$ cat src/sv/assert_macros.svh
// assertion helpers shared by the rtl
`ifndef ASSERT_MACROS_SVH
`define ASSERT_MACROS_SVH

// same-cycle implication, checked outside reset
`define ASSERT_IMP(lbl, clk, rst, ante, cons, msg) \
   lbl: assert property (@(posedge clk) disable iff (rst) (ante) |-> (cons)) \
      else $error(msg);

// next-cycle implication, checked outside reset
`define ASSERT_NXT(lbl, clk, rst, ante, cons, msg) \
   lbl: assert property (@(posedge clk) disable iff (rst) (ante) |=> (cons)) \
      else $error(msg);

`endif

$ cat src/sv/tkdpc_pkg.sv
package tkdpc_pkg;

   typedef struct packed {
      logic key_one_level;
      logic key_two_level;
      logic calibrated_mode;
      logic alarm_active;
   } req_type;

   typedef struct packed {
      logic [1:0] stable_keys;
      logic [7:0] brightness_code;
      logic       brightness_update;
      logic       unit_fahrenheit;
      logic       clear_calibration;
      logic       buzzer_mute_start;
      logic       buzzer_mute_end;
   } rsp_type;

   typedef enum logic [2:0] {
      CSR_DEBOUNCE_TICKS   = 3'd0,
      CSR_LONG_PRESS_TICKS = 3'd1,
      CSR_MUTE_TICKS       = 3'd2,
      CSR_BRIGHT_ZERO      = 3'd3,
      CSR_BRIGHT_ONE       = 3'd4,
      CSR_BRIGHT_TWO       = 3'd5,
      CSR_HELD_AT_POWER_ON = 3'd6
   } csr_index_type;

   typedef struct packed {
      csr_index_type index;
      logic [15:0]   wdata;
   } csr_type;

   // debounced key codes
   localparam logic [1:0] KEYS_NONE = 2'd0;
   localparam logic [1:0] KEY_ONE   = 2'd1;
   localparam logic [1:0] KEY_TWO   = 2'd2;

   localparam logic [1:0] BRIGHT_LAST = 2'd2;

   localparam logic [7:0]  DEBOUNCE_RESET   = 8'd20;
   localparam logic [15:0] LONG_PRESS_RESET = 16'd2000;
   localparam logic [15:0] MUTE_RESET       = 16'd10000;
   localparam logic [7:0]  BRIGHT_ZERO_RESET = 8'h01;
   localparam logic [7:0]  BRIGHT_ONE_RESET  = 8'h51;
   localparam logic [7:0]  BRIGHT_TWO_RESET  = 8'h21;

endpackage

$ cat src/sv/tkdpc_intf.sv
interface tkdpc_req_if;
   import tkdpc_pkg::*;
   logic    valid;
   logic    ready;
   req_type data;
   modport source (output valid, output data, input ready);
   modport sink (input valid, input data, output ready);
endinterface

interface tkdpc_rsp_if;
   import tkdpc_pkg::*;
   logic    valid;
   logic    ready;
   rsp_type data;
   modport source (output valid, output data, input ready);
   modport sink (input valid, input data, output ready);
endinterface

interface tkdpc_csr_if;
   import tkdpc_pkg::*;
   logic    valid;
   logic    ready;
   csr_type data;
   modport source (output valid, output data, input ready);
   modport sink (input valid, input data, output ready);
endinterface

$ cat src/sv/two_key_debounce_press_classifier.sv
// channel    port       direction  beat
// ---------  ---------  ---------  ------------------------------------------
// tick in    req_chan   sink       key levels, calibrated and alarm flags
// result     rsp_chan   source     stable keys, brightness, unit, pulses
// registers  csr_chan   sink       register index and write data, always ready
//
// one beat per cycle sustained while rsp_chan is ready; a tick beat lands in
// the input register and its result moves on into the result register.
// key state advances when a beat moves from the input register to the result.
// reset clears the pipeline, the key state and loads the register defaults.
// a stalled result holds both stages; req_chan.ready drops only when both hold.
module two_key_debounce_press_classifier (
   input logic          clock,
   input logic          reset,
   tkdpc_req_if.sink    req_chan,
   tkdpc_rsp_if.source  rsp_chan,
   tkdpc_csr_if.sink    csr_chan
);
   import tkdpc_pkg::*;

   // registers
   logic [7:0]  debounce_ff;
   logic [15:0] long_press_ff;
   logic [15:0] mute_ticks_ff;
   logic [7:0]  bright_zero_ff;
   logic [7:0]  bright_one_ff;
   logic [7:0]  bright_two_ff;
   logic        held_power_ff;

   // pipeline
   logic    in_valid_ff, in_valid_in;
   req_type in_data_ff;
   logic    rsp_valid_ff, rsp_valid_in;
   rsp_type rsp_data_ff, rsp_data_in;
   logic    req_fire;
   logic    out_free;
   logic    advance;

   // key state
   logic [1:0]  stable_code_ff, stable_code_in;
   logic [7:0]  mismatch_count_ff, mismatch_count_in;
   logic [15:0] key_one_hold_ff, key_one_hold_in;
   logic [15:0] key_two_hold_ff, key_two_hold_in;
   logic        short_fired_ff, short_fired_in;
   logic        long_one_fired_ff, long_one_fired_in;
   logic        long_two_fired_ff, long_two_fired_in;
   logic [1:0]  bright_index_ff, bright_index_in;
   logic        unit_mode_ff, unit_mode_in;
   logic        power_hold_used_ff, power_hold_used_in;
   logic        mute_running_ff, mute_running_in;
   logic [15:0] mute_count_ff, mute_count_in;

   logic [1:0]  raw_code;
   logic [7:0]  mismatch_inc;
   logic        upd, clr, mstart, mend;

   assign out_free       = !rsp_valid_ff || rsp_chan.ready;
   assign req_chan.ready = !in_valid_ff || out_free;
   assign req_fire       = req_chan.valid && req_chan.ready;
   assign advance        = in_valid_ff && out_free;

   assign csr_chan.ready = 1'b1;
   assign rsp_chan.valid = rsp_valid_ff;
   assign rsp_chan.data  = rsp_data_ff;

   always_comb begin
      in_valid_in = in_valid_ff;
      if (req_fire) begin
         in_valid_in = 1'b1;
      end else if (advance) begin
         in_valid_in = 1'b0;
      end
      rsp_valid_in = rsp_valid_ff;
      if (advance) begin
         rsp_valid_in = 1'b1;
      end else if (rsp_chan.ready) begin
         rsp_valid_in = 1'b0;
      end
   end

   always_comb begin
      stable_code_in     = stable_code_ff;
      mismatch_count_in  = mismatch_count_ff;
      key_one_hold_in    = key_one_hold_ff;
      key_two_hold_in    = key_two_hold_ff;
      short_fired_in     = short_fired_ff;
      long_one_fired_in  = long_one_fired_ff;
      long_two_fired_in  = long_two_fired_ff;
      bright_index_in    = bright_index_ff;
      unit_mode_in       = unit_mode_ff;
      power_hold_used_in = power_hold_used_ff;
      mute_running_in    = mute_running_ff;
      mute_count_in      = mute_count_ff;
      upd    = 1'b0;
      clr    = 1'b0;
      mstart = 1'b0;
      mend   = 1'b0;

      // pins are active low
      raw_code     = {~in_data_ff.key_two_level, ~in_data_ff.key_one_level};
      mismatch_inc = mismatch_count_ff + 8'd1;

      // debounce: adopting a new code restarts all press tracking
      if (raw_code != stable_code_ff) begin
         mismatch_count_in = mismatch_inc;
         if (mismatch_inc >= debounce_ff) begin
            mismatch_count_in = '0;
            key_one_hold_in   = '0;
            key_two_hold_in   = '0;
            short_fired_in    = 1'b0;
            long_one_fired_in = 1'b0;
            long_two_fired_in = 1'b0;
            stable_code_in    = raw_code;
         end
      end else begin
         mismatch_count_in = '0;
      end

      if (stable_code_in == KEY_ONE) begin
         if (key_one_hold_in < long_press_ff) begin
            key_one_hold_in = key_one_hold_in + 16'd1;
         end
         // short press fires on the first raw release tick
         if (key_one_hold_in < long_press_ff && !short_fired_in && raw_code != KEY_ONE) begin
            bright_index_in = (bright_index_in >= BRIGHT_LAST) ? 2'd0 : bright_index_in + 2'd1;
            upd             = 1'b1;
            short_fired_in  = 1'b1;
         end
         if (key_one_hold_in >= long_press_ff && !long_one_fired_in) begin
            unit_mode_in      = ~unit_mode_in;
            long_one_fired_in = 1'b1;
         end
      end

      if (stable_code_in == KEY_TWO) begin
         if (key_two_hold_in < long_press_ff) begin
            key_two_hold_in = key_two_hold_in + 16'd1;
         end
         if (in_data_ff.calibrated_mode && held_power_ff && !power_hold_used_in) begin
            clr                = 1'b1;
            power_hold_used_in = 1'b1;
         end
         if (in_data_ff.alarm_active && key_two_hold_in >= long_press_ff &&
             !long_two_fired_in) begin
            mstart            = 1'b1;
            mute_running_in   = 1'b1;
            long_two_fired_in = 1'b1;
         end
      end

      // a retrigger keeps the running count
      if (mute_running_in) begin
         mute_count_in = mute_count_in + 16'd1;
         if (mute_count_in >= mute_ticks_ff) begin
            mute_count_in   = '0;
            mute_running_in = 1'b0;
            mend            = 1'b1;
         end
      end

      rsp_data_in.stable_keys = stable_code_in;
      case (bright_index_in)
         2'd1:    rsp_data_in.brightness_code = bright_one_ff;
         2'd2:    rsp_data_in.brightness_code = bright_two_ff;
         default: rsp_data_in.brightness_code = bright_zero_ff;
      endcase
      rsp_data_in.brightness_update = upd;
      rsp_data_in.unit_fahrenheit   = unit_mode_in;
      rsp_data_in.clear_calibration = clr;
      rsp_data_in.buzzer_mute_start = mstart;
      rsp_data_in.buzzer_mute_end   = mend;
   end

   always_ff @(posedge clock) begin
      if (reset) begin
         in_valid_ff        <= 1'b0;
         rsp_valid_ff       <= 1'b0;
         stable_code_ff     <= KEYS_NONE;
         mismatch_count_ff  <= '0;
         key_one_hold_ff    <= '0;
         key_two_hold_ff    <= '0;
         short_fired_ff     <= 1'b0;
         long_one_fired_ff  <= 1'b0;
         long_two_fired_ff  <= 1'b0;
         bright_index_ff    <= '0;
         unit_mode_ff       <= 1'b0;
         power_hold_used_ff <= 1'b0;
         mute_running_ff    <= 1'b0;
         mute_count_ff      <= '0;
      end else begin
         in_valid_ff  <= in_valid_in;
         rsp_valid_ff <= rsp_valid_in;
         if (advance) begin
            stable_code_ff     <= stable_code_in;
            mismatch_count_ff  <= mismatch_count_in;
            key_one_hold_ff    <= key_one_hold_in;
            key_two_hold_ff    <= key_two_hold_in;
            short_fired_ff     <= short_fired_in;
            long_one_fired_ff  <= long_one_fired_in;
            long_two_fired_ff  <= long_two_fired_in;
            bright_index_ff    <= bright_index_in;
            unit_mode_ff       <= unit_mode_in;
            power_hold_used_ff <= power_hold_used_in;
            mute_running_ff    <= mute_running_in;
            mute_count_ff      <= mute_count_in;
         end
      end
   end

   always_ff @(posedge clock) begin
      if (req_fire) begin
         in_data_ff <= req_chan.data;
      end
      if (advance) begin
         rsp_data_ff <= rsp_data_in;
      end
   end

   always_ff @(posedge clock) begin
      if (reset) begin
         debounce_ff    <= DEBOUNCE_RESET;
         long_press_ff  <= LONG_PRESS_RESET;
         mute_ticks_ff  <= MUTE_RESET;
         bright_zero_ff <= BRIGHT_ZERO_RESET;
         bright_one_ff  <= BRIGHT_ONE_RESET;
         bright_two_ff  <= BRIGHT_TWO_RESET;
         held_power_ff  <= 1'b0;
      end else if (csr_chan.valid && csr_chan.ready) begin
         case (csr_chan.data.index)
            CSR_DEBOUNCE_TICKS:   debounce_ff    <= csr_chan.data.wdata[7:0];
            CSR_LONG_PRESS_TICKS: long_press_ff  <= csr_chan.data.wdata;
            CSR_MUTE_TICKS:       mute_ticks_ff  <= csr_chan.data.wdata;
            CSR_BRIGHT_ZERO:      bright_zero_ff <= csr_chan.data.wdata[7:0];
            CSR_BRIGHT_ONE:       bright_one_ff  <= csr_chan.data.wdata[7:0];
            CSR_BRIGHT_TWO:       bright_two_ff  <= csr_chan.data.wdata[7:0];
            CSR_HELD_AT_POWER_ON: held_power_ff  <= csr_chan.data.wdata[0];
            default: ;
         endcase
      end
   end

`include "assert_macros.svh"

   `ASSERT_IMP(a_bright_only_key_one, clock, reset, rsp_valid_ff && rsp_data_ff.brightness_update, rsp_data_ff.stable_keys == KEY_ONE, "brightness step outside key1 hold")
   `ASSERT_IMP(a_mute_only_key_two, clock, reset, rsp_valid_ff && rsp_data_ff.buzzer_mute_start, rsp_data_ff.stable_keys == KEY_TWO, "mute start outside key2 hold")
   `ASSERT_NXT(a_power_hold_sticky, clock, reset, power_hold_used_ff, power_hold_used_ff, "power-on hold re-armed")
   `ASSERT_IMP(a_bright_index_range, clock, reset, 1'b1, bright_index_ff <= BRIGHT_LAST, "brightness index out of table")

endmodule
$ cat src/flat_wrapper.sv
// flat-port wrapper written by rule: the top's interface ports become plain ports
module two_key_debounce_press_classifier_flat import tkdpc_pkg::*;
  (clock, reset, req_chan_valid, req_chan_data, req_chan_ready, rsp_chan_valid, rsp_chan_data, rsp_chan_ready, csr_chan_valid, csr_chan_data, csr_chan_ready);
  tkdpc_req_if req_chan_i ();
  tkdpc_rsp_if rsp_chan_i ();
  tkdpc_csr_if csr_chan_i ();
  input logic clock;
  input logic reset;
  input wire logic [$bits(req_chan_i.valid)-1:0] req_chan_valid;
  input wire logic [$bits(req_chan_i.data)-1:0] req_chan_data;
  output wire logic [$bits(req_chan_i.ready)-1:0] req_chan_ready;
  output wire logic [$bits(rsp_chan_i.valid)-1:0] rsp_chan_valid;
  output wire logic [$bits(rsp_chan_i.data)-1:0] rsp_chan_data;
  input wire logic [$bits(rsp_chan_i.ready)-1:0] rsp_chan_ready;
  input wire logic [$bits(csr_chan_i.valid)-1:0] csr_chan_valid;
  input wire logic [$bits(csr_chan_i.data)-1:0] csr_chan_data;
  output wire logic [$bits(csr_chan_i.ready)-1:0] csr_chan_ready;
  assign req_chan_i.valid = req_chan_valid;
  assign req_chan_i.data = req_chan_data;
  assign req_chan_ready = req_chan_i.ready;
  assign rsp_chan_valid = rsp_chan_i.valid;
  assign rsp_chan_data = rsp_chan_i.data;
  assign rsp_chan_i.ready = rsp_chan_ready;
  assign csr_chan_i.valid = csr_chan_valid;
  assign csr_chan_i.data = csr_chan_data;
  assign csr_chan_ready = csr_chan_i.ready;
  two_key_debounce_press_classifier u_core (.clock(clock), .reset(reset), .req_chan(req_chan_i), .rsp_chan(rsp_chan_i), .csr_chan(csr_chan_i));
endmodule
$ cat config.mk
export PLATFORM = sky130hd
export DESIGN_NAME = two_key_debounce_press_classifier_flat
export DESIGN_NICKNAME = d
export VERILOG_FILES = /design/src/sv/tkdpc_pkg.sv /design/src/sv/tkdpc_intf.sv /design/src/sv/two_key_debounce_press_classifier.sv /design/src/flat_wrapper.sv
export VERILOG_INCLUDE_DIRS = /design/src /design/src/sv
export SDC_FILE = /design/constraint.sdc
export NUM_CORES = 1
export LEC_CHECK = 0
export ABC_CLOCK_PERIOD_IN_PS = 10700
export BUFFER_PORTS_ARGS = -buffer_cell sky130_fd_sc_hd__buf_2
export CAP_MARGIN = 20
export CORE_MARGIN = 1.5
export CORE_UTILIZATION = 40
export DETAILED_ROUTE_END_ITERATION = 7
export PLACE_DENSITY = 0.54
export SLEW_MARGIN = 20
export SYNTH_ARGS = -nofsm -noshare
export SYNTH_HDL_FRONTEND = slang
export SYNTH_SLANG_ARGS = --single-unit
$ cat constraint.sdc
create_clock -name clock -period 10.7 [get_ports clock]
set_input_delay 3.21 -clock clock [delete_from_list [all_inputs] [get_ports clock]]
set_output_delay 3.21 -clock clock [all_outputs]
set_load 0.02 [all_outputs]
==> results of run 1 <==
-- final cells by class --
cell class / instances / area [um2] / share of cell area, %
Clock buffer: 18 / 429 / 3.98
Timing Repair Buffer: 53 / 290 / 2.69
Inverter: 60 / 225 / 2.09
Clock inverter: 14 / 185 / 1.72
Multi-Input combinational cell: 928 / 6030 / 55.9
Sequential cell: 152 / 3230 / 30.0
Tap cell: 319 / 399 / 3.70
-- stage by stage --
stage	area (um2)	power (mW)
2_1_floorplan	9710	0.671
3_3_place_gp	10200	0.705
3_5_place_dp	10200	0.706
4_1_cts	10800	1.35
5_1_grt	10800	1.38
6_report	10800	1.34
-- worst min path at each step --
stage                                  from                       to  slack (ns)  cells after the start
global placement      u_core.debounce_ff[5]    u_core.debounce_ff[5]        0.44                      2
CTS                   u_core.debounce_ff[1]    u_core.debounce_ff[1]        0.46                      2
global route          u_core.debounce_ff[3]    u_core.debounce_ff[3]        0.47                      2
detailed placement    u_core.debounce_ff[1]    u_core.debounce_ff[1]        0.45                      2
floorplan           u_core.bright_two_ff[1]  u_core.bright_two_ff[1]        0.44                      2
finish                u_core.debounce_ff[1]    u_core.debounce_ff[1]        0.46                      2
-- cell families (layout without fill, tap and decap cells) --
logic type / count (synthesis) / count (layout)
AND/OR/NAND/NOR: 484 / 484
AO/OA/AOI/OAI: 289 / 289
flip-flops: 152 / 152
buffers and inverters: 119 / 145
adder cells (fa/ha/maj): 92 / 92
XOR/XNOR: 50 / 50
multiplexers: 12 / 12
other: 1 / 1
-- state kept, by name (all words and copies together) (netlist names), 4 cells and up --
| register | cells |
|---|---|
| u_core.key_one_hold_ff | 16 |
| u_core.key_two_hold_ff | 16 |
| u_core.long_press_ff | 16 |
| u_core.mute_count_ff | 16 |
| u_core.mute_ticks_ff | 16 |
| u_core.rsp_chan.data | 15 |
| u_core.bright_one_ff | 8 |
| u_core.bright_two_ff | 8 |
| u_core.bright_zero_ff | 8 |
| u_core.debounce_ff | 8 |
| u_core.mismatch_count_ff | 8 |
| u_core.in_data_ff | 4 |
-- layer usage --
metal  vias up  global-route usage [%]  part of all wire (%)
met5         -                       0                     0
met2       189                    37.5                    47
li1       4373                       -                     -
met1      4202                    29.9                    48
met3        36                    3.50                   3.6
met4         0                    5.67                   1.4
-- critical path: cells and delay by family (launching register included) --
family	cells	cell delay (ns)
DFF	1	0.40
xor gates and xnor gates	2	0.37
buffers and inverters	3	0.47
adders and majority gates	4	1.46
AOI/OAI and AO/OA	8	1.58
and+or+nand+nor	10	3.99
muxes	1	0.24
-- power by group through the flow --
stage	clock, mW	combinational (mW)	sequential (mW)
detailed placement	0	0.0965	0.609
floorplan	0	0.0605	0.610
CTS	0.659	0.0970	0.596
finish	0.648	0.0964	0.597
global route	0.679	0.107	0.598
global placement	0	0.0959	0.610
-- cells in the final DEF, fill, tap and decap left out, drive strengths merged, types with 5 or more instances in the layout --
| cell type | netlist | routed |
|---|---|---|
| nand2 | 202 | 202 |
| a22oi | 19 | 19 |
| edfxtp | 19 | 19 |
| mux2i | 6 | 6 |
| and2 | 5 | 5 |
| clkbuf | 45 | 18 |
| nand2b | 8 | 8 |
| nand4 | 25 | 25 |
| buf | 14 | 53 |
| o31ai | 10 | 10 |
| o21ai | 46 | 46 |
| a21oi | 94 | 94 |
| or4b | 6 | 6 |
| inv | 60 | 65 |
| a32o | 16 | 16 |
| nor4 | 10 | 10 |
| nor2b | 13 | 13 |
| a211oi | 5 | 5 |
| a21o | 17 | 17 |
| xnor2 | 24 | 24 |
| and3 | 40 | 40 |
| or4 | 9 | 9 |
| o211ai | 15 | 15 |
| xor2 | 26 | 26 |
| nor3 | 33 | 33 |
| nand3 | 50 | 50 |
| a211o | 8 | 8 |
| o21a | 5 | 5 |
| mux2 | 6 | 6 |
| dfxtp | 133 | 133 |
| ha | 92 | 92 |
| nor2 | 68 | 68 |
| a31oi | 23 | 23 |
==> results.json, run 1 <==
{
  "synth_most_common_cell": "sky130_fd_sc_hd__nand2_1",
  "seq_power_share_pct": 44.5,
  "cellInternalPower_mw": 0.993,
  "yosysSeqAreaShare_pct": 33.3,
  "synth.yosys.warnings": 0,
  "grtUsageTotal_pct": 22.4,
  "drc_errors": 0,
  "timing.final.crit_period_ns": 8.79,
  "power.combinational.fraction_pct": 7.2,
  "finalCoreUtilization_pct": 45.6,
  "synth.net_count": 1319,
  "synth.mux.area_fraction_pct": 1.31,
  "leakage_nw": 4.43,
  "syn_area_um2": 9710,
  "critical_path.reg2reg.startpoint": "u_core.mismatch_count_ff[2]",
  "overall_die_area_um2": 25200,
  "area_growth_pct": 11.1,
  "avgSynthCellArea_um2": 8.10,
  "drtPass1Iterations": 7,
  "fillCellCount": 2435,
  "crit_type": "flip-flop to flip-flop",
  "worstSkewPairLatency_ns": 0.43,
  "whs_ns": 0.457,
  "async_reset_ff_share_pct": 0,
  "max_slew.worst_pin.slew_ns": 1.05,
  "post_cts.repair.setup_buffers": 0,
  "power.ir.vdd_worst_v": 0.0000739,
  "max_stage_delay_cell_worst_path": "sky130_fd_sc_hd__nand4_1",
  "clkPwrFrac_pct": 48.3,
  "final_cell_count_no_fill": 1544,
  "cts_hold_repair.buffers": 0,
  "netlist_top_cells_area": "sky130_fd_sc_hd__dfxtp_1 27%, sky130_fd_sc_hd__ha_1 12%, sky130_fd_sc_hd__nand2_1 7.8%, sky130_fd_sc_hd__edfxtp_1 5.9%, sky130_fd_sc_hd__a21oi_1 4.8%",
  "critical_path.startpoint_type": "flip-flop",
  "worst_slack_ns": 1.91,
  "design.final.nets": 1332,
  "layout_worst_path_cycle_share_pct": 82.1,
  "grt_max_degree": 67,
  "synth_simple_gate_area_share_pct": 24.2,
  "timing.rr.end": "u_core.rsp_chan.data[6]",
  "critPathMostFrequentCell": "sky130_fd_sc_hd__ha_1",
  "combinational_family_with_the_most_area_after_synthesis": "simple AND/OR/NAND/NOR gates",
  "finalSetupTns_ns": 0,
  "num_vias": 8800,
  "dp_slack_ns": 1.96,
  "route.antenna.remaining_nets": 0,
  "place.detailed.hpwl_um": 19800,
  "initial_antenna_violation_count": 0,
  "cts.path.max_buffers": 2,
  "netlist_top_cells_count": "202 x sky130_fd_sc_hd__nand2_1, 133 x sky130_fd_sc_hd__dfxtp_1, 93 x sky130_fd_sc_hd__a21oi_1, 92 x sky130_fd_sc_hd__ha_1, 67 x sky130_fd_sc_hd__nor2_1",
  "finalSetupViolCount": 0,
  "cts_tree": "built",
  "synthCells": 1199,
  "sw_frac_of_total_pct": 26.0,
  "rr_worst_depth": 28,
  "numCtsBuffers": 17,
  "clock-skew-final_ns": 0.0102,
  "antennaDiodeCount": 0,
  "avgViaCountPerCell": 5.70,
  "wp_data_required_ns": 10.86,
  "total_number_of_placement_rows": 56,
  "cap_violations": 0,
  "synth_area_in_compound_gates_pct": 20.0,
  "rsz0062_at_grt": "false",
  "gp_congestion": 0.901,
  "layout-drive-gt1-share_pct": 8.98,
  "synth.distinct_cells": 74,
  "cts_htree_levels": 4,
  "netSwitchingPower_mw": 0.348,
  "hold_path_class": "flip-flop to flip-flop",
  "port_buffers": 44,
  "die_wd_um": 159,
  "dpl.cell_count": 1512,
  "crit_path_end_kind": "flip-flop",
  "path_clk_slew_ns": 0.07,
  "globalRouteOverflowTotal": 0,
  "floorplan.core_area_um2": 23700,
  "die_height_um": 159,
  "synth.top_cell.area_share_pct": 27.4,
  "timing_hold_violations_final": 0,
  "synth-edff-count": 19,
  "synthXorXnorAreaFrac_pct": 4.51,
  "run_status": "complete, no violations",
  "slew_violations": 0,
  "p_per_area_nw_per_um2": 124,
  "initial_core_util_pct": 41.0,
  "max_clock_freq_mhz": 114,
  "post_synth_fa_ha_maj_area_fraction_pct": 11.9,
  "predominant_post_synthesis_flop_cell": "sky130_fd_sc_hd__dfxtp_1",
  "ctsRootBufferMaster": "sky130_fd_sc_hd__clkbuf_16",
  "ys_seq_elements": 152,
  "yosysTopAreaCell": "sky130_fd_sc_hd__dfxtp_1",
  "detailedRoute.firstIterationViolations": 609,
  "grt_pass1_wl_um": 44800,
  "worst_path_largest_cell_delay_ns": 0.82,
  "clock-sinks": 152,
  "reg2reg_slack_ns": 1.91,
  "cts_resized": 0,
  "worst_relative_slew_slack_pct": 29.6,
  "totalWireLength_um": 28200,
  "ioPinCount": 46,
  "cp_max_fo": 26,
  "wl_per_cell_um": 18.2,
  "cp.arrival_ns": 8.95,
  "critPathLaunch": "u_core.mismatch_count_ff[2]",
  "number_of_global_route_vias_before_repair": 8200,
  "critical_path.endpoint": "u_core.rsp_chan.data[6]"
}
No activity file was read; power rests on OpenSTA's default activity.
==> run 2: changes to the inputs <==
--- a/config.mk
+++ b/config.mk
@@ -6,7 +6,8 @@
 export SDC_FILE = /design/constraint.sdc
 export NUM_CORES = 1
 export LEC_CHECK = 0
-export ABC_CLOCK_PERIOD_IN_PS = 10700
+export ABC_AREA = 1
+export ABC_CLOCK_PERIOD_IN_PS = 8300
 export BUFFER_PORTS_ARGS = -buffer_cell sky130_fd_sc_hd__buf_2
 export CAP_MARGIN = 20
 export CORE_MARGIN = 1.5
==> constraint.sdc (replaced) <==
create_clock -name clock -period 8.3 [get_ports clock]
set_input_delay 2.49 -clock clock [delete_from_list [all_inputs] [get_ports clock]]
set_output_delay 2.49 -clock clock [all_outputs]
set_load 0.02 [all_outputs]
==> run 2 against run 1 <==
  * Utilization down 0.39 points
  * Sequential power up 32%
  * Wire length down 1.8%
  * Clock power increased by 31%
  * Critical path depth up 6
  * Flip-flop and latch count stayed put
  * Worst setup slack got worse by 0.70 ns
  * Maximum frequency increased by 24%
  * First-iteration DRC count decreased by 7.1%
  * Critical path type unchanged
  * Critical endpoint is now u_core.rsp_chan.data[12]
==> results.json, run 2 <==
{
  "final_common_cell": "sky130_fd_sc_hd__nand2_1",
  "clock-sinks": 152,
  "netlist_top_cells_count": "353 x sky130_fd_sc_hd__nand2_1, 175 x sky130_fd_sc_hd__inv_1, 172 x sky130_fd_sc_hd__a21oi_1, 133 x sky130_fd_sc_hd__dfxtp_1, 120 x sky130_fd_sc_hd__nor2_1",
  "synth.top_cell.area_share_pct": 26.9,
  "grtUsageTotal_pct": 22.0,
  "reg2reg_slack_ns": 1.21,
  "met3WireLength_um": 1020,
  "cap_violations": 0,
  "detailedRoute.firstIterationViolations": 566,
  "rsz0062_at_grt": "false",
  "area_growth_pct": 10.9,
  "crit_type": "flip-flop to flip-flop",
  "cts_htree_levels": 4,
  "crit_family": "simple AND/OR/NAND/NOR gates",
  "number_of_global_route_vias_before_repair": 8706,
  "worst_hold_startpoint": "u_core.debounce_ff[1]",
  "max_clock_freq_mhz": 141,
  "path_clk_slew_ns": 0.07,
  "syn_area_um2": 9910,
  "initial_antenna_violation_count": 0,
  "worst_relative_slew_slack_pct": 35.6,
  "synth.distinct_cells": 46,
  "finalSetupTns_ns": 0,
  "postLayoutCellArea_um2": 11000,
  "grt_max_degree": 67,
  "ctsRootBufferMaster": "sky130_fd_sc_hd__clkbuf_16",
  "floorplan.core_area_um2": 24300,
  "leakage_nw": 5.13,
  "synth-edff-count": 19,
  "drc_errors": 0,
  "cp.arrival_ns": 7.27,
  "layout-drive-gt1-share_pct": 9.37,
  "gp_congestion": 0.861,
  "netlist_top_cells_area": "sky130_fd_sc_hd__dfxtp_1 27%, sky130_fd_sc_hd__nand2_1 13%, sky130_fd_sc_hd__ha_1 12%, sky130_fd_sc_hd__a21oi_1 8.7%, sky130_fd_sc_hd__inv_1 6.6%",
  "critical_path_cell_count": 34,
  "route.antenna.remaining_nets": 0,
  "placedInstanceArea_um2": 10400,
  "design_power_total_mw": 1.97,
  "critical_path.startpoint_type": "flip-flop",
  "finalSetupViolCount": 0,
  "critical_path.reg2reg.startpoint": "u_core.mismatch_count_ff[0]",
  "timing.final.crit_period_ns": 7.09,
  "globalRouteOverflowTotal": 0,
  "ioPinCount": 46,
  "total_number_of_placement_rows": 57,
  "max_slew.worst_pin.slew_ns": 0.959,
  "worstHoldPathCells": 2,
  "numCtsBuffers": 17,
  "port_buffers": 44,
  "hold_path_class": "flip-flop to flip-flop",
  "run_status": "complete, no violations",
  "post_cts.repair.setup_buffers": 0,
  "hold_path_end": "u_core.debounce_ff[1]",
  "cts.path.max_buffers": 2,
  "wl_on_met1_um": 13500,
  "wp_data_required_ns": 8.48,
  "fillCellCount": 2528,
  "wl_per_cell_um": 15.5,
  "cts_tree": "built",
  "num_vias": 9068,
  "async_reset_ff_share_pct": 0,
  "cp.buffers_inverters": 5,
  "finalCoreUtilization_pct": 45.2,
  "worstSkewPairLatency_ns": 0.43,
  "power.ir.vdd_worst_v": 0.000126,
  "cts_hold_repair.buffers": 0,
  "max_stage_delay_cell_worst_path": "sky130_fd_sc_hd__o221a_2",
  "synthCells": 1431,
  "die_height_um": 160,
  "totalWireLength_um": 27700,
  "cp_max_fo": 31,
  "initial_core_util_pct": 40.7,
  "overall_die_area_um2": 25700,
  "avgViaCountPerCell": 5.08,
  "grt_pass1_wl_um": 45200,
  "clock-skew-final_ns": 0.0121,
  "critPathMostFrequentCell": "sky130_fd_sc_hd__a21oi_1",
  "place.detailed.hpwl_um": 19500,
  "timing_hold_violations_final": 0,
  "rr_worst_depth": 34,
  "die_wd_um": 160,
  "layout.cells.most_common_list": "352 x sky130_fd_sc_hd__nand2_1, 175 x sky130_fd_sc_hd__inv_1, 172 x sky130_fd_sc_hd__a21oi_1",
  "crit_path_end_kind": "flip-flop",
  "predominant_post_synthesis_flop_cell": "sky130_fd_sc_hd__dfxtp_1",
  "cts_resized": 0,
  "synth.net_count": 1551,
  "drtPass1Iterations": 5,
  "yosysSeqAreaShare_pct": 32.6,
  "synth_most_common_cell": "sky130_fd_sc_hd__nand2_1",
  "synth.yosys.warnings": 0,
  "timing.rr.end": "u_core.rsp_chan.data[12]",
  "design.final.nets": 1569,
  "layout_worst_path_cycle_share_pct": 85.4,
  "worst_path_largest_cell_delay_ns": 0.49,
  "dr_wl_met2_um": 12700,
  "slew_violations": 0,
  "ys_seq_elements": 152,
  "p_per_area_nw_per_um2": 179,
  "highest-signal-layer": "met4",
  "antennaDiodeCount": 0,
  "avgSynthCellArea_um2": 6.92,
  "yosysTopAreaCell": "sky130_fd_sc_hd__dfxtp_1"
}
run 2: cell count changes after synthesis, moves of 15 or more:
cell	previous run	this run
sky130_fd_sc_hd__nand4_1	24	39
sky130_fd_sc_hd__nor3_1	32	9
sky130_fd_sc_hd__a21oi_1	93	172
sky130_fd_sc_hd__nand2_1	202	353
sky130_fd_sc_hd__a21o_1	17	0
sky130_fd_sc_hd__nand3_1	50	82
sky130_fd_sc_hd__a32o_1	16	0
sky130_fd_sc_hd__a22oi_1	19	0
sky130_fd_sc_hd__a31oi_1	21	2
sky130_fd_sc_hd__inv_1	59	175
sky130_fd_sc_hd__xnor2_1	24	4
sky130_fd_sc_hd__and3_1	40	0
sky130_fd_sc_hd__nor2_1	67	120
run 2: cells by family after synthesis:
| logic type | synth area share [%] |
|---|---|
| other | 0.0379 |
| AOI/OAI and AO/OA | 14.5 |
| xor gates and xnor gates | 3.18 |
| buffers and inverters | 9.48 |
| adders and majority gates | 11.6 |
| DFF | 32.6 |
| and+or+nand+nor | 28.6 |
run 2: worst max path at each step:
stage	start	endpoint	slack, ns
global route	u_core.mismatch_count_ff[0]	u_core.rsp_chan.data[10]	0.47
global placement	u_core.mismatch_count_ff[0]	u_core.rsp_chan.data[12]	1.41
finish	u_core.mismatch_count_ff[0]	u_core.rsp_chan.data[12]	1.21
floorplan	u_core.mismatch_count_ff[0]	u_core.rsp_chan.data[10]	2.42
CTS	u_core.mismatch_count_ff[0]	u_core.rsp_chan.data[12]	1.32
detailed placement	u_core.mismatch_count_ff[0]	u_core.rsp_chan.data[12]	1.34
run 2: per-layer routing:
layer,track usage (%),vias to the layer above
met5,0,-
met4,5.40,0
met3,2.63,22
met2,36.8,166
met1,30.1,4146
li1,-,4734
run 2: layout make-up:
cell class / count / area, um2 / area share, %
clock inverters: 15 / 205 / 1.87
repair buffers: 52 / 280 / 2.55
inverters: 184 / 691 / 6.29
flip-flops and latches: 152 / 3230 / 29.4
multi-input cells: 1042 / 5740 / 52.3
well taps: 324 / 405 / 3.69
clock buffers: 17 / 425 / 3.87
run 2: report_power, final:
group | total (mW) | switching [mW] | internal [mW]
Combinational | 0.328 | 0.221 | 0.107
Sequential | 0.788 | 0.0141 | 0.774
Clock | 0.849 | 0.362 | 0.488
run 2: worst min-delay path, delay by kind of cell, from the launching register on:
family / cells / cell delay, ns
DFF: 1 / 0.30
buffers and inverters: 1 / 0.06
AOI/OAI and AO/OA: 1 / 0.06
run 2: metrics by stage:
stage	setup WS (ns)	instances	hold slack [ns]
after floorplan	2.42	1431	0.429
after global placement	1.41	1754	0.442
after detailed placement	1.34	1754	0.453
after CTS	1.32	1786	0.469
after global routing	0.474	1786	0.486
final	1.21	1786	0.467
==> run 3: changes to the inputs <==
--- a/config.mk
+++ b/config.mk
@@ -10,10 +10,12 @@
 export ABC_CLOCK_PERIOD_IN_PS = 8300
 export BUFFER_PORTS_ARGS = -buffer_cell sky130_fd_sc_hd__buf_2
 export CAP_MARGIN = 20
+export CELL_PAD_IN_SITES_DETAIL_PLACEMENT = 1
+export CELL_PAD_IN_SITES_GLOBAL_PLACEMENT = 1
 export CORE_MARGIN = 1.5
 export CORE_UTILIZATION = 40
 export DETAILED_ROUTE_END_ITERATION = 7
-export PLACE_DENSITY = 0.54
+export PLACE_DENSITY = 0.7
 export SLEW_MARGIN = 20
 export SYNTH_ARGS = -nofsm -noshare
 export SYNTH_HDL_FRONTEND = slang
==> run 3 against run 2 <==
  * Sequential power barely moved
  * Power fell by 1.5%
  * Sequential share of layout area rose by 0.11 points
  * Clock power fell by 4.5%
  * Final cell count barely moved
  * Non-clock buffer count fell by 1
  * Clock-buffer cell count rose by 3
  * Maximum frequency fell by 3.4%
  * Flip-flop and latch count did not move
  * Clock skew rose by 0.0024 ns
  * First-iteration DRC count fell by 22%
  * Critical path type unchanged
==> results.json, run 3 (synthesis results as in run 2) <==
{
  "cts.path.max_buffers": 2,
  "p_per_area_nw_per_um2": 177,
  "die_wd_um": 160,
  "initial_core_util_pct": 40.7,
  "grt_max_degree": 81,
  "drc_errors": 0,
  "finalSetupTns_ns": 0,
  "cp_max_fo": 31,
  "slew_violations": 0,
  "grt_pass1_wl_um": 49800,
  "port_buffers": 44,
  "worstSkewPairLatency_ns": 0.43,
  "critPathMostFrequentCell": "sky130_fd_sc_hd__a21oi_1",
  "max_clock_freq_mhz": 136,
  "worst_slack_ns": 0.960,
  "rsz0062_at_grt": "false",
  "clock-skew-final_ns": 0.0145,
  "initial_antenna_violation_count": 0,
  "gp_congestion": 0.830,
  "power.ir.vdd_worst_v": 0.0000971,
  "total_number_of_placement_rows": 57,
  "layout_worst_path_cycle_share_pct": 88.4,
  "place.detailed.hpwl_um": 22000,
  "totalWireLength_um": 30600,
  "cp.buffers_inverters": 5,
  "crit_family": "simple AND/OR/NAND/NOR gates",
  "overall_die_area_um2": 25700,
  "final_cell_count_no_fill": 1785,
  "wl_per_cell_um": 17.1,
  "drtPass1Iterations": 4,
  "path_clk_slew_ns": 0.07,
  "cts_hold_repair.buffers": 0,
  "worst_path_largest_cell_delay_ns": 0.52,
  "area_growth_pct": 10.4,
  "number_of_global_route_vias_before_repair": 9370,
  "grtUsageTotal_pct": 24.3,
  "critical_path.startpoint_type": "flip-flop",
  "timing_hold_violations_final": 0,
  "floorplan.core_area_um2": 24300,
  "cts_htree_levels": 4,
  "ctsRootBufferMaster": "sky130_fd_sc_hd__clkbuf_16",
  "finalSetupViolCount": 0,
  "layout.cells.most_common_list": "352 x sky130_fd_sc_hd__nand2_1, 175 x sky130_fd_sc_hd__inv_1, 172 x sky130_fd_sc_hd__a21oi_1",
  "cap_violations": 0,
  "max_stage_delay_cell_worst_path": "sky130_fd_sc_hd__o221a_2",
  "dp_slack_ns": 1.05,
  "crit_path_end_kind": "flip-flop",
  "die_height_um": 160,
  "rr_worst_depth": 34,
  "crit_type": "flip-flop to flip-flop",
  "leakage_nw": 5.11,
  "final_common_cell": "sky130_fd_sc_hd__nand2_1",
  "fillCellCount": 3118,
  "route.antenna.remaining_nets": 0,
  "layout-drive-gt1-share_pct": 9.24,
  "detailedRoute.firstIterationViolations": 440,
  "placedInstanceArea_um2": 10300,
  "globalRouteOverflowTotal": 0,
  "post_cts.repair.setup_buffers": 0,
  "postLayoutCellArea_um2": 10900,
  "ioPinCount": 46,
  "max_slew.worst_pin.slew_ns": 1.04,
  "antennaDiodeCount": 0,
  "worstHoldPathCells": 2,
  "cts_resized": 0,
  "wp_data_required_ns": 8.48,
  "timing.final.crit_period_ns": 7.34,
  "cp.arrival_ns": 7.52,
  "critical_path_cell_count": 34,
  "whs_ns": 0.463,
  "worst_relative_slew_slack_pct": 30.4,
  "numCtsBuffers": 17,
  "dpl.cell_count": 1753,
  "cts_tree": "built",
  "num_vias": 9381,
  "design.final.nets": 1568,
  "hold_path_class": "flip-flop to flip-flop",
  "clock-sinks": 152,
  "run_status": "complete, no violations",
  "avgViaCountPerCell": 5.26
}
run 3: cell count changes in the layout (fill, tap and decap cells not counted):
cell,change
sky130_fd_sc_hd__clkbuf_16,+1
sky130_fd_sc_hd__inv_6,-1
sky130_fd_sc_hd__clkinv_4,+2
sky130_fd_sc_hd__clkinv_8,-1
sky130_fd_sc_hd__clkbuf_1,+1
sky130_fd_sc_hd__clkbuf_8,+1
sky130_fd_sc_hd__clkinv_2,-1
sky130_fd_sc_hd__inv_4,+1
sky130_fd_sc_hd__inv_8,-1
sky130_fd_sc_hd__bufinv_16,-2
sky130_fd_sc_hd__buf_4,-1
run 3: path summary, 6_finish.rpt:
check | from | end | slack, ns
hold / removal | u_core.bright_one_ff[0] | u_core.bright_one_ff[0] | 0.46
hold reg to reg | u_core.bright_one_ff[0] | u_core.bright_one_ff[0] | 0.46
setup / recovery | u_core.mismatch_count_ff[0] | u_core.rsp_chan.data[11] | 0.96
setup reg to reg | u_core.mismatch_count_ff[0] | u_core.rsp_chan.data[11] | 0.96
run 3: cell type report:
type / instances / area (um2) / area share [%]
repair buffers: 51 / 273 / 2.49
clock inverters: 12 / 128 / 1.17
clock buffers: 20 / 468 / 4.28
inverters: 184 / 691 / 6.31
flip-flops and latches: 152 / 3230 / 29.6
well taps: 324 / 405 / 3.71
multi-input cells: 1042 / 5740 / 52.5
run 3: where the power goes:
part | internal (mW) | total (mW) | leakage [nW] | switching (mW)
registers | 0.774 | 0.789 | 1.26 | 0.0150
logic | 0.108 | 0.336 | 3.55 | 0.228
clock network | 0.450 | 0.811 | 0.297 | 0.361
run 3: worst min-delay path: stages, from the launching register on:
cell                      delay [ns]
sky130_fd_sc_hd__dfxtp_1        0.33
sky130_fd_sc_hd__nand2_1        0.05
sky130_fd_sc_hd__nand3_1        0.05
run 3: through the flow:
| step | utilization [%] | total power [mW] |
|---|---|---|
| CTS | 45.0 | 1.95 |
| global placement | 42.5 | 1.13 |
| global route | 45.0 | 2.03 |
| finish | 45.0 | 1.94 |
| floorplan | - | 1.04 |
| detailed placement | 42.5 | 1.14 |
run 3: per-layer routing:
metal	global-route usage, %	share of wire (%)
met5	0	0
met4	6.58	1.7
met3	3.18	2.6
met2	40.5	47
met1	32.9	49
